`config.mk`:
```
export PLATFORM = sky130hd
export DESIGN_NAME = sector_cache_directory_fifo_core
export DESIGN_NICKNAME = d
export VERILOG_FILES = /design/src/design/sccd_pkg.sv /design/src/design/sccd_tag_cell.sv /design/src/design/sector_cache_directory_fifo_core.sv
export SDC_FILE = /design/constraint.sdc
export NUM_CORES = 2
export LEC_CHECK = 0
export CORE_MARGIN = 2
export CORE_UTILIZATION = 59
export CTS_CLUSTER_SIZE = 16
export DETAILED_ROUTE_END_ITERATION = 8
export DONT_BUFFER_PORTS = 1
export GPL_TIMING_DRIVEN = 0
export HOLD_SLACK_MARGIN = 0.05
export PLACE_DENSITY_LB_ADDON = 0.12
export SLEW_MARGIN = 5
export SYNTH_ARGS = -nofsm -noshare
export SYNTH_HDL_FRONTEND = slang
export SYNTH_HIERARCHICAL = 1
export SYNTH_SLANG_ARGS = --single-unit
```
`constraint.sdc`:
```
create_clock -name clk_i -period 3.8 [get_ports clk_i]
set_input_delay 0.76 -clock clk_i [delete_from_list [all_inputs] [get_ports clk_i]]
set_output_delay 0.76 -clock clk_i [all_outputs]
set_load 0.05 [all_outputs]
```
`src/design/sccd_pkg.sv`:
```
// Shared types and constants of the sector cache tag directory.
package sccd_pkg;

  localparam int unsigned SECTOR_W = 32;
  localparam int unsigned FUNC_W   = 2;
  localparam int unsigned ACTION_W = 3;
  localparam int unsigned SLOT_W   = 6;
  localparam int unsigned IN_TDATA_W  = 40;
  localparam int unsigned OUT_TDATA_W = 48;

  typedef logic [SECTOR_W-1:0] sector_t;

  // All ones marks an empty tag and an empty write buffer.
  localparam sector_t EMPTY_TAG = '1;

  typedef enum logic [FUNC_W-1:0] {
    FUNC_READ  = 2'd0,
    FUNC_WRITE = 2'd1,
    FUNC_FLUSH = 2'd2
  } func_e;

  typedef enum logic [ACTION_W-1:0] {
    ACT_BUF_READ    = 3'd0,
    ACT_READ_HIT    = 3'd1,
    ACT_READ_FILL   = 3'd2,
    ACT_WRITE_HIT   = 3'd3,
    ACT_WRITE_ALLOC = 3'd4,
    ACT_BUFFERED    = 3'd5,
    ACT_NOTHING     = 3'd6
  } action_e;

  typedef enum logic [1:0] {
    ST_IDLE  = 2'd0,
    ST_SCAN  = 2'd1,
    ST_PLACE = 2'd2,
    ST_EMIT  = 2'd3
  } state_e;

endpackage

```
`src/design/sccd_tag_cell.sv`:
```
// One tag cell of the rotating tag ring.
module sccd_tag_cell (
  input  logic             clk_i,
  input  logic             rst_ni,
  input  logic             shift_i,
  input  sccd_pkg::sector_t tag_i,
  output sccd_pkg::sector_t tag_o
);
  import sccd_pkg::*;

  sector_t tag_q, tag_d;

  // Take the neighbor's tag while the ring rotates, hold otherwise.
  always_comb begin
    tag_d = shift_i ? tag_i : tag_q;
  end

  always_ff @(posedge clk_i or negedge rst_ni) begin
    if (!rst_ni) begin
      tag_q <= EMPTY_TAG;
    end else begin
      tag_q <= tag_d;
    end
  end

  assign tag_o = tag_q;

endmodule

```
`src/design/sector_cache_directory_fifo_core.sv`:
```
// Top level: FIFO-replacement sector cache tag directory with write buffer.
// A result needing no tag lookup (buffer read, buffered write, empty flush, undefined
//   function) needs no ring pass; a hit takes one ring pass, a miss a second to place.
// One request at a time: the next is taken once the last result of the previous one
//   is loaded for output; a displacing buffered write gives two results.
// Reset: all tags empty, ring pointer 0, buffer empty, buffer disabled, at once.
module sector_cache_directory_fifo_core #(
  parameter int unsigned SLOTS = 64
) (
  input  logic        clk_i,
  input  logic        rst_ni,
  // configuration: write_buffer_enabled
  input  logic        cfg_we_i,
  input  logic        cfg_wdata_i,
  // request stream
  input  logic        s_axis_tvalid_i,
  output logic        s_axis_tready_o,
  input  logic [39:0] s_axis_tdata_i,   // [1:0] func, [33:2] sector, rest zero
  // result stream
  output logic        m_axis_tvalid_o,
  input  logic        m_axis_tready_i,
  output logic [47:0] m_axis_tdata_o,   // [2:0] action, [34:3] target_sector,
                                        // [40:35] slot, rest zero
  output logic        m_axis_tlast_o    // last result of the request
);
  import sccd_pkg::*;

  localparam int unsigned SW = (SLOTS > 1) ? $clog2(SLOTS) : 1;
  localparam logic [SW-1:0] LastIdx = SW'(SLOTS - 1);

  // ---------------------------------------------------------------------------
  // Tag ring: cell 0 is the head. Each rotation step moves every tag one cell
  // toward the head and feeds the head tag back into the tail. A full pass is
  // exactly SLOTS steps, so between requests cell i always holds slot i and
  // the step counter doubles as the index of the tag sitting at the head.
  // ---------------------------------------------------------------------------
  sector_t          ring_tag [SLOTS];
  sector_t          tail_in;
  logic             shift_en;

  for (genvar g = 0; g < SLOTS; g++) begin : g_cell
    sector_t nb_tag;
    if (g == SLOTS - 1) begin : g_tail
      assign nb_tag = tail_in;
    end else begin : g_mid
      assign nb_tag = ring_tag[g+1];
    end
    sccd_tag_cell u_cell (
      .clk_i  (clk_i),
      .rst_ni (rst_ni),
      .shift_i(shift_en),
      .tag_i  (nb_tag),
      .tag_o  (ring_tag[g])
    );
  end

  // ---------------------------------------------------------------------------
  // Control and result registers
  // ---------------------------------------------------------------------------
  state_e          state_q, state_d;
  logic [SW-1:0]   cnt_q;          // rotation step = index of head tag
  logic [SW-1:0]   ring_ptr_q;     // next slot to replace
  sector_t         pending_q;      // buffered sector, EMPTY_TAG when none
  logic            buf_en_q;       // write_buffer_enabled
  logic            op_write_q;     // lookup is for a write-through
  logic            follow_q;       // a buffered result follows this one
  sector_t         buf_sec_q;      // sector of the following buffered result
  logic            found_q;
  logic [SW-1:0]   hit_idx_q;

  action_e         res_action_q;
  sector_t         res_sector_q;   // also the lookup key
  logic [SW-1:0]   res_slot_q;
  logic            res_last_q;

  logic            m_valid_q;
  action_e         m_action_q;
  sector_t         m_sector_q;
  logic [SW-1:0]   m_slot_q;
  logic            m_last_q;

  // Incoming request fields
  func_e           in_func;
  sector_t         in_sec;
  assign in_func = func_e'(s_axis_tdata_i[FUNC_W-1:0]);
  assign in_sec  = s_axis_tdata_i[FUNC_W +: SECTOR_W];

  logic accept;
  logic start_scan;
  logic out_free;
  logic load_out;
  logic write_head;
  logic last_step;
  logic hit_now;
  logic hit_any;
  logic pend_valid;

  assign pend_valid = (pending_q != EMPTY_TAG);
  assign out_free   = !m_valid_q || m_axis_tready_i;
  assign accept     = s_axis_tvalid_i && s_axis_tready_o;
  assign last_step  = (cnt_q == LastIdx);

  // The empty marker never hits; a lookup of it allocates the ring slot.
  assign hit_now = (ring_tag[0] == res_sector_q) && (res_sector_q != EMPTY_TAG);
  assign hit_any = found_q || hit_now;

  // Drop the key into the tail as the target slot passes the head.
  assign tail_in = write_head ? res_sector_q : ring_tag[0];

  // Decide at acceptance whether the request needs a tag lookup.
  always_comb begin
    start_scan = 1'b0;
    unique case (in_func)
      FUNC_READ: begin
        start_scan = !(buf_en_q && pend_valid && (pending_q == in_sec));
      end
      FUNC_WRITE: begin
        start_scan = !buf_en_q || (pend_valid && (pending_q != in_sec));
      end
      FUNC_FLUSH: begin
        start_scan = pend_valid;
      end
      default: begin
        start_scan = 1'b0;
      end
    endcase
  end

  // Next state
  always_comb begin
    state_d = state_q;
    unique case (state_q)
      ST_IDLE: begin
        if (accept) begin
          state_d = start_scan ? ST_SCAN : ST_EMIT;
        end
      end
      ST_SCAN: begin
        if (last_step) begin
          state_d = hit_any ? ST_EMIT : ST_PLACE;
        end
      end
      ST_PLACE: begin
        if (last_step) begin
          state_d = ST_EMIT;
        end
      end
      ST_EMIT: begin
        if (out_free && !follow_q) begin
          state_d = ST_IDLE;
        end
      end
      default: begin
        state_d = ST_IDLE;
      end
    endcase
  end

  // State outputs
  always_comb begin
    s_axis_tready_o = (state_q == ST_IDLE);
    shift_en        = (state_q == ST_SCAN) || (state_q == ST_PLACE);
    load_out        = (state_q == ST_EMIT) && out_free;
    write_head      = (state_q == ST_PLACE) && (cnt_q == res_slot_q);
  end

  always_ff @(posedge clk_i or negedge rst_ni) begin
    if (!rst_ni) begin
      state_q    <= ST_IDLE;
      cnt_q      <= '0;
      ring_ptr_q <= '0;
      pending_q  <= EMPTY_TAG;
      buf_en_q   <= 1'b0;
      follow_q   <= 1'b0;
      found_q    <= 1'b0;
      m_valid_q  <= 1'b0;
    end else begin
      state_q <= state_d;

      if (cfg_we_i) begin
        buf_en_q <= cfg_wdata_i;
      end

      // Advance the rotation counter; it wraps back to 0 after a full pass.
      if (shift_en) begin
        cnt_q <= last_step ? '0 : cnt_q + 1'b1;
      end

      if (accept) begin
        found_q  <= 1'b0;
        follow_q <= 1'b0;
        unique case (in_func)
          FUNC_WRITE: begin
            if (buf_en_q) begin
              pending_q <= in_sec;
              follow_q  <= pend_valid && (pending_q != in_sec);
            end
          end
          FUNC_FLUSH: begin
            pending_q <= EMPTY_TAG;
          end
          default: begin
          end
        endcase
      end

      // Remember the lowest matching slot during the pass.
      if ((state_q == ST_SCAN) && hit_now && !found_q) begin
        found_q <= 1'b1;
      end

      // Claim the ring slot at the end of a missing pass.
      if ((state_q == ST_SCAN) && last_step && !hit_any) begin
        ring_ptr_q <= (ring_ptr_q == LastIdx) ? '0 : ring_ptr_q + 1'b1;
      end

      if (load_out) begin
        m_valid_q <= 1'b1;
        if (follow_q) begin
          follow_q <= 1'b0;
        end
      end else if (m_axis_tready_i) begin
        m_valid_q <= 1'b0;
      end
    end
  end

  // Payload registers
  always_ff @(posedge clk_i) begin
    if (accept) begin
      buf_sec_q  <= in_sec;
      op_write_q <= (in_func != FUNC_READ);
      res_slot_q <= '0;
      res_last_q <= 1'b1;
      unique case (in_func)
        FUNC_READ: begin
          res_sector_q <= in_sec;
          res_action_q <= ACT_BUF_READ;
        end
        FUNC_WRITE: begin
          if (buf_en_q && pend_valid && (pending_q != in_sec)) begin
            res_sector_q <= pending_q;
            res_last_q   <= 1'b0;
          end else begin
            res_sector_q <= in_sec;
          end
          res_action_q <= ACT_BUFFERED;
        end
        FUNC_FLUSH: begin
          res_sector_q <= pend_valid ? pending_q : '0;
          res_action_q <= ACT_NOTHING;
        end
        default: begin
          res_sector_q <= '0;
          res_action_q <= ACT_NOTHING;
        end
      endcase
    end

    if ((state_q == ST_SCAN) && hit_now && !found_q) begin
      hit_idx_q <= cnt_q;
    end

    if ((state_q == ST_SCAN) && last_step) begin
      if (hit_any) begin
        res_action_q <= op_write_q ? ACT_WRITE_HIT : ACT_READ_HIT;
        res_slot_q   <= found_q ? hit_idx_q : cnt_q;
      end else begin
        res_action_q <= op_write_q ? ACT_WRITE_ALLOC : ACT_READ_FILL;
        res_slot_q   <= ring_ptr_q;
      end
    end

    if (load_out) begin
      m_action_q <= res_action_q;
      m_sector_q <= res_sector_q;
      m_slot_q   <= res_slot_q;
      m_last_q   <= res_last_q;
      // Queue the buffered result behind the write-out of the old sector.
      if (follow_q) begin
        res_action_q <= ACT_BUFFERED;
        res_sector_q <= buf_sec_q;
        res_slot_q   <= '0;
        res_last_q   <= 1'b1;
      end
    end
  end

  // ---------------------------------------------------------------------------
  // Output packing
  // ---------------------------------------------------------------------------
  logic [SW+SLOT_W-1:0] slot_ext;
  assign slot_ext = {{SLOT_W{1'b0}}, m_slot_q};

  assign m_axis_tvalid_o = m_valid_q;
  assign m_axis_tlast_o  = m_last_q;
  assign m_axis_tdata_o  = {
    {(OUT_TDATA_W - ACTION_W - SECTOR_W - SLOT_W){1'b0}},
    slot_ext[SLOT_W-1:0],
    m_sector_q,
    m_action_q
  };

  // ---------------------------------------------------------------------------
  // Assertions
  // ---------------------------------------------------------------------------
  // Every pass is a full rotation, so the ring is aligned whenever idle.
  assert property (@(posedge clk_i) disable iff (!rst_ni)
    (state_q == ST_IDLE) |-> (cnt_q == '0))
    else $error("tag ring misaligned while idle");

  assert property (@(posedge clk_i) disable iff (!rst_ni)
    ring_ptr_q <= LastIdx)
    else $error("ring pointer out of range");

  // The placed tag lands in the tail cell in the cycle after it passes the head.
  assert property (@(posedge clk_i) disable iff (!rst_ni)
    write_head |=> (ring_tag[SLOTS-1] == $past(res_sector_q)))
    else $error("allocated tag not written into the ring");

  // Only a write-out of the old buffered sector is a non-final result.
  assert property (@(posedge clk_i) disable iff (!rst_ni)
    (m_valid_q && !m_last_q) |->
      ((m_action_q == ACT_WRITE_HIT) || (m_action_q == ACT_WRITE_ALLOC)))
    else $error("non-final result with unexpected action");

endmodule

```
* Word-level counts from Yosys, hierarchy flattened *
Index checks and enable logic that the tools add are counted.

word-level totals
  register bits = 2221
  input port bits = 46
  output and inout port bits = 51
  word-level logic and storage cells = 181

operators by class
  add/subtract/negate cells = 2
  equal/unequal tests = 18
  mux-type cells = 47
  reductions and logical operators = 31

operators with widths
  operator              number
  $mux 32               7
  $pmux 32 s3           1
  $eq 32x32->1          2
  $ne 32x32->1 const B  2
  $pmux 32 s2           1
  $mux 6                8
  $ne 32x32->1          1
  $mux 3                6
  $mux 1                15
  $logic_and 1x1->1     13
  $add 6x1->6 const B   2
  $eq 6x6->1 const B    2
  $mux 2                6
  $ne 2x2->1 const B    4
  $pmux 2 s4            1
  $reduce_bool 2->1     4
  $eq 2x2->1 const B    3
  $eq 6x6->1            1
  $logic_not 1->1       6
  $pmux 3 s2            1
  $eq 2x1->1 const B    2
  $logic_not 2->1       2
  $logic_or 1x1->1      4
  $reduce_and 4->1      1
  3 further kinds       3

* Depth between registers and ports, before layout *
  depth after elaboration = 8
  mapped depth = 9

* Hierarchy *
Netlist, hierarchy kept.

modules (own cells, without submodules)
  module                            times used  cells each  area each (um^2)
  sccd_tag_cell                     64          68          1385.1
  sector_cache_directory_fifo_core  1           728         8042.7

* Least setup slack after synthesis *
OpenSTA, ideal clock, no wires.

  path kind = register -> register
  from = register state_q[0]
  to = register cnt_q[5]
  library setup time = 0.134 ns
  arrival = 3.324 ns
  path slack = 0.342 ns
  cell stages (with the launch flop) = 8
  cell sequence = dfrtp_1 -> inv_1 -> ha_1 -> clkbuf_1 -> nand4_1 -> nor2_1 -> xnor2_1 -> a21oi_1

between the ends
  longest elaborated chain between the ends = 2

RTL lines
  element                                   line                                     source
  from (decl)                               sector_cache_directory_fifo_core.sv:60   state_e state_q, state_d;
  from (signal assigned)                    sector_cache_directory_fifo_core.sv:178  state_q <= state_d;
  $eq 2x1->1 or $eq 2x2->1 (tied branches)  sector_cache_directory_fifo_core.sv:162  shift_en = (state_q == ST_SCAN) || (state_q == ST_PLACE);
  $logic_or 1x1->1 (*)                      sector_cache_directory_fifo_core.sv:162
  via shift_en                              sector_cache_directory_fifo_core.sv:39   logic shift_en;
  to (signal assigned)                      sector_cache_directory_fifo_core.sv:186  cnt_q <= last_step ? '0 : cnt_q + 1'b1;
  to (decl)                                 sector_cache_directory_fifo_core.sv:61   logic [SW-1:0] cnt_q;

Mark *: on every way through the listed nets, which the timed path passes. The rest lies on a longest branch.
A chain may end at the register's enable or synchronous reset.

* Final worst setup path *
  from = register state_q[0]
  to = register res_sector_q[20]

between the ends
  longest elaborated chain between the ends = 5

RTL lines
  element                line                                     source
  $logic_not 2->1 (*)    sector_cache_directory_fifo_core.sv:161  s_axis_tready_o = (state_q == ST_IDLE);
  via s_axis_tready_o    sector_cache_directory_fifo_core.sv:17   output logic s_axis_tready_o,
  $logic_and 1x1->1 (*)  sector_cache_directory_fifo_core.sv:100  assign accept = s_axis_tvalid_i && s_axis_tready_o;
  via accept             sector_cache_directory_fifo_core.sv:88   logic accept;
  $mux 32 (*)            sector_cache_directory_fifo_core.sv:230  if (accept) begin
  $mux 32                sector_cache_directory_fifo_core.sv:280  if (follow_q) begin
  $mux 32 (*)            sector_cache_directory_fifo_core.sv:274  if (load_out) begin
  to (signal assigned)   sector_cache_directory_fifo_core.sv:237  res_sector_q <= in_sec;
  to (signal assigned)   sector_cache_directory_fifo_core.sv:242  res_sector_q <= pending_q;
  to (signal assigned)   sector_cache_directory_fifo_core.sv:282  res_sector_q <= buf_sec_q;
  to (decl)              sector_cache_directory_fifo_core.sv:72   sector_t res_sector_q;

Marks and branches as above.

==> out/qor.csv <==
stage,metric,value,unit
routing,# DRC,0,
min_path,worst min-delay path class,input pin to register,
power_and_ir_drop,pwr/cell area,821,mW/mm2
synthesis,syn_area_per_cell,19.0,um2
sta,setup TNS,0,ps
sta,Fin. Hold Viols,0,
synthesis,Async SR Flop Fraction,94.5,%
die,Core Area,0.163,mm2
worst_setup_path,CP Launch Type,register,
placement,area of placed instances,0.0997,mm2
clock_tree,H-tree depth,4,
power_and_ir_drop,Max IR drop VDD,0.570,mV
worst_setup_path,RR Endpoint,res_sector_q[20],
min_path,Hold Path Depth,1,
job,number of max-cap violations,0,
synthesis,Synth Instances,5080,
sta,RSZ-0062 raised after global routing,no,
synthesis,mapped cell area,0.0967,mm2
worst_setup_path,CP Data Required Time,4560,ps
final_layout,multi-input logic area,0.0335,mm2
placement,Buffers on Ports,0,
synthesis,Synth Warn #,6,
synthesis,"Seq/Total Area, Yosys",60.4,%
final_layout,final instance area,0.107,mm2
global_route,largest net degree at the start of global routing,313,
clock_tree,Skew-Pair Late Insertion Delay,850,ps
worst_setup_path,CP Capture Type,register,
synthesis,most instantiated cells after synthesis,"dfstp_2, mux2_4, buf_12",
final_layout,layout cells sized above 1,87.1,%
worst_setup_path,reg-to-reg critical path startpoint,state_q[0],
sta,actual slew at the worst max-slew pin,1430,ps
placement,Placed Cells,7272,
clock_tree,clock slew at reported path FFs,60,ps
clock_tree,CTS Buffer Depth,3,
global_route,number of global-route vias before repair,45800,
sta,final slew viol count,0,
synthesis,Yosys top cell area share,56.5,%
routing,Routed WL,155,mm
global_route,first-pass GRT wire length,256,mm
final_layout,Area Growth Syn to Fin,11.0,%
global_route,global route total overflow,0,
final_layout,Layout fillers,10800,
worst_setup_path,FF-to-FF setup slack,310,ps
sta,min cycle time layout,3490,ps
placement,Place WS,213,ps
sta,Final Setup Violations,0,
sta,Max Clock Freq,286,MHz
run_status,status,finished clean,
min_path,Hold EP,op_write_q,
sta,Slew headroom,4.48,%
routing,DRT antenna net count,0,
worst_setup_path,worst r2r path cells,9,
routing,DRC marker count from the first detailed-route iteration,2534,
synthesis,Synth area leader,dfstp_2,
synthesis,"Distinct cells, synth",49,
synthesis,Synth Flop Type,dfstp_2,
synthesis,most common cell in the synthesized netlist,dfstp_2,
worst_setup_path,Setup CP Type,register to register,
min_path,HP Start,s_axis_tdata_i[0],
clock_tree,clock buffer count from CTS,222,
final_layout,fin cells,7705,
final_layout,Diodes inserted,0,
worst_setup_path,Worst Path Arrival,4250,ps
global_route,initial antenna violation count,2,
placement,Placer Congestion,0.899,
final_layout,register area,0.0584,mm2
die,Ports,97,
synthesis,number of synthesized flops with an enable pin,81,
final_layout,Nets,5412,
sta,Worst Clk Skew,33.6,ps
sta,Final Cycle Share,91.9,%
die,chip width,409,um
routing,routed vias,41100,
synthesis,Area contributors post-synth,"dfstp_2, mux2_4, buf_12, edfxtp_1, mux2_2",
clock_tree,CTS tree,yes,
clock_tree,Root Buffer Master,clkbuf_16,
routing,routed len/inst,20.1,um
global_route,gr usage total,18.8,%
routing,TritonRoute pass-1 iters,5,
routing,DR vias/cell,5.34,
sta,final setup margin,308,ps
worst_setup_path,maximum fanout along the worst path,38,
die,Initial Util,59.4,%
die,DIE AREA,0.167,mm2
placement,DPL Wire Length,97.0,mm
synthesis,synthesized flop and latch total,2221,
power_and_ir_drop,LEAKAGE,45.9,nW
clock_tree,clock sinks,2221,
die,Die H,409,um
die,Cell Rows,148,
clock_tree,postcts setup bufs,0,
## worst max-delay path, cell delays in order, from the launching register on
cell,delay (ps)
dfrtp_1,430
inv_1,150
ha_4,280
nand2_1,150
clkbuf_1,290
inv_2,790
nand3_1,230
a21oi_1,520
buf_2,380
a221o_2,200
## report_power, final
group	total, mW	switching, mW	leakage, nW	internal [mW]
combinational	35.3	15.9	19.6	19.4
sequential	31.6	2.75	22.8	28.9
clock	21.2	8.90	3.51	12.3
total	88.1	27.5	45.9	60.6
## stage by stage
step / util, % / hold slack, ps / total power [mW]
6_report: 65.9 / 130 / 88.1
5_1_grt: 65.9 / 74.7 / 92.0
4_1_cts: 65.9 / 51.5 / 89.2
3_5_place_dp: 61.3 / 423 / 67.3
3_3_place_gp: 61.1 / 424 / 54.7
2_1_floorplan: - / 408 / 61.9
## repair_timing
item | 4_1_cts | 5_1_grt
hold buffers | 36 | 0
hold endpoints to repair | 192 | 0
resized for setup | 0 | 0
## per-layer routing
layer,global-route usage (%),vias up,part of all wire (%)
li1,-,18400,-
met1,28.5,21800,49
met2,26.8,676,44
met3,4.23,280,5.2
met4,5.50,0,2.5
met5,0,-,0
## sequential cells by signal (all words and copies together) (netlist names), 2 cells and up
signal / flops
g_cell.u_cell/tag_o: 2048
buf_sec_q: 32
m_sector_q: 32
pending_q: 32
res_sector_q: 32
cnt_q: 6
hit_idx_q: 6
m_slot_q: 6
res_slot_q: 6
ring_ptr_q: 6
m_action_q: 3
res_action_q: 3
state_q: 2
## cell type report
class / count / area share [%]
Inverter: 8 / 0.0280
Clock inverter: 61 / 0.546
Buffer: 300 / 4.46
Clock buffer: 334 / 6.09
Sequential cell: 2221 / 54.4
Tap cell: 2175 / 2.54
Timing Repair Buffer: 49 / 0.686
Multi-Input combinational cell: 2557 / 31.3
## logic make-up (layout without fill, tap and decap cells)
kind of cell / count (synthesis) / count (layout) / synth area share (%)
flops: 2221 / 2221 / 60.4
mux: 2085 / 2085 / 31.7
buf+inv: 308 / 752 / 4.98
simple gates: 248 / 248 / 1.14
compound gates: 133 / 133 / 0.973
xor+xnor: 77 / 77 / 0.698
fa+ha+maj: 7 / 7 / 0.0906
other cells: 1 / 7 / 0.00388
## cell usage in the layout, fill, tap and decap left out, types with 6 or more instances in the layout
cell	count
dfstp_2	2080
mux2_4	1920
inv_6	6
nand4_1	29
mux2_2	163
clkinv_2	31
nand2_1	97
a21oi_1	40
inv_1	7
buf_6	67
conb_1	7
buf_12	192
buf_16	14
o31ai_1	8
clkinv_1	6
buf_4	7
dlygate4sd3_1	35
clkbuf_8	49
ha_1	6
buf_2	7
dfrtp_1	18
nor4_1	15
nand3_1	6
bufinv_16	7
nor3_1	6
a221o_2	28
o21ai_0	37
clkbuf_1	84
xnor2_1	38
nor2_1	83
xor2_1	39
edfxtp_1	81
clkbuf_16	225
dfxtp_1	42
## worst max path at each step
stage                from                           to  slack, ps  cells past startpoint
6_report       state_q[0]             res_sector_q[20]        310                      9
3_3_place_gp   state_q[0]                     cnt_q[5]       -730                      7
2_1_floorplan  state_q[0]                     cnt_q[5]        340                      7
5_1_grt        state_q[1]             res_sector_q[19]        220                      9
4_1_cts        state_q[0]             res_sector_q[19]        500                      9
3_5_place_dp       rst_ni  g_cell[37].u_cell/tag_o[15]        210                      3
No activity file was read; power rests on OpenSTA's default activity.
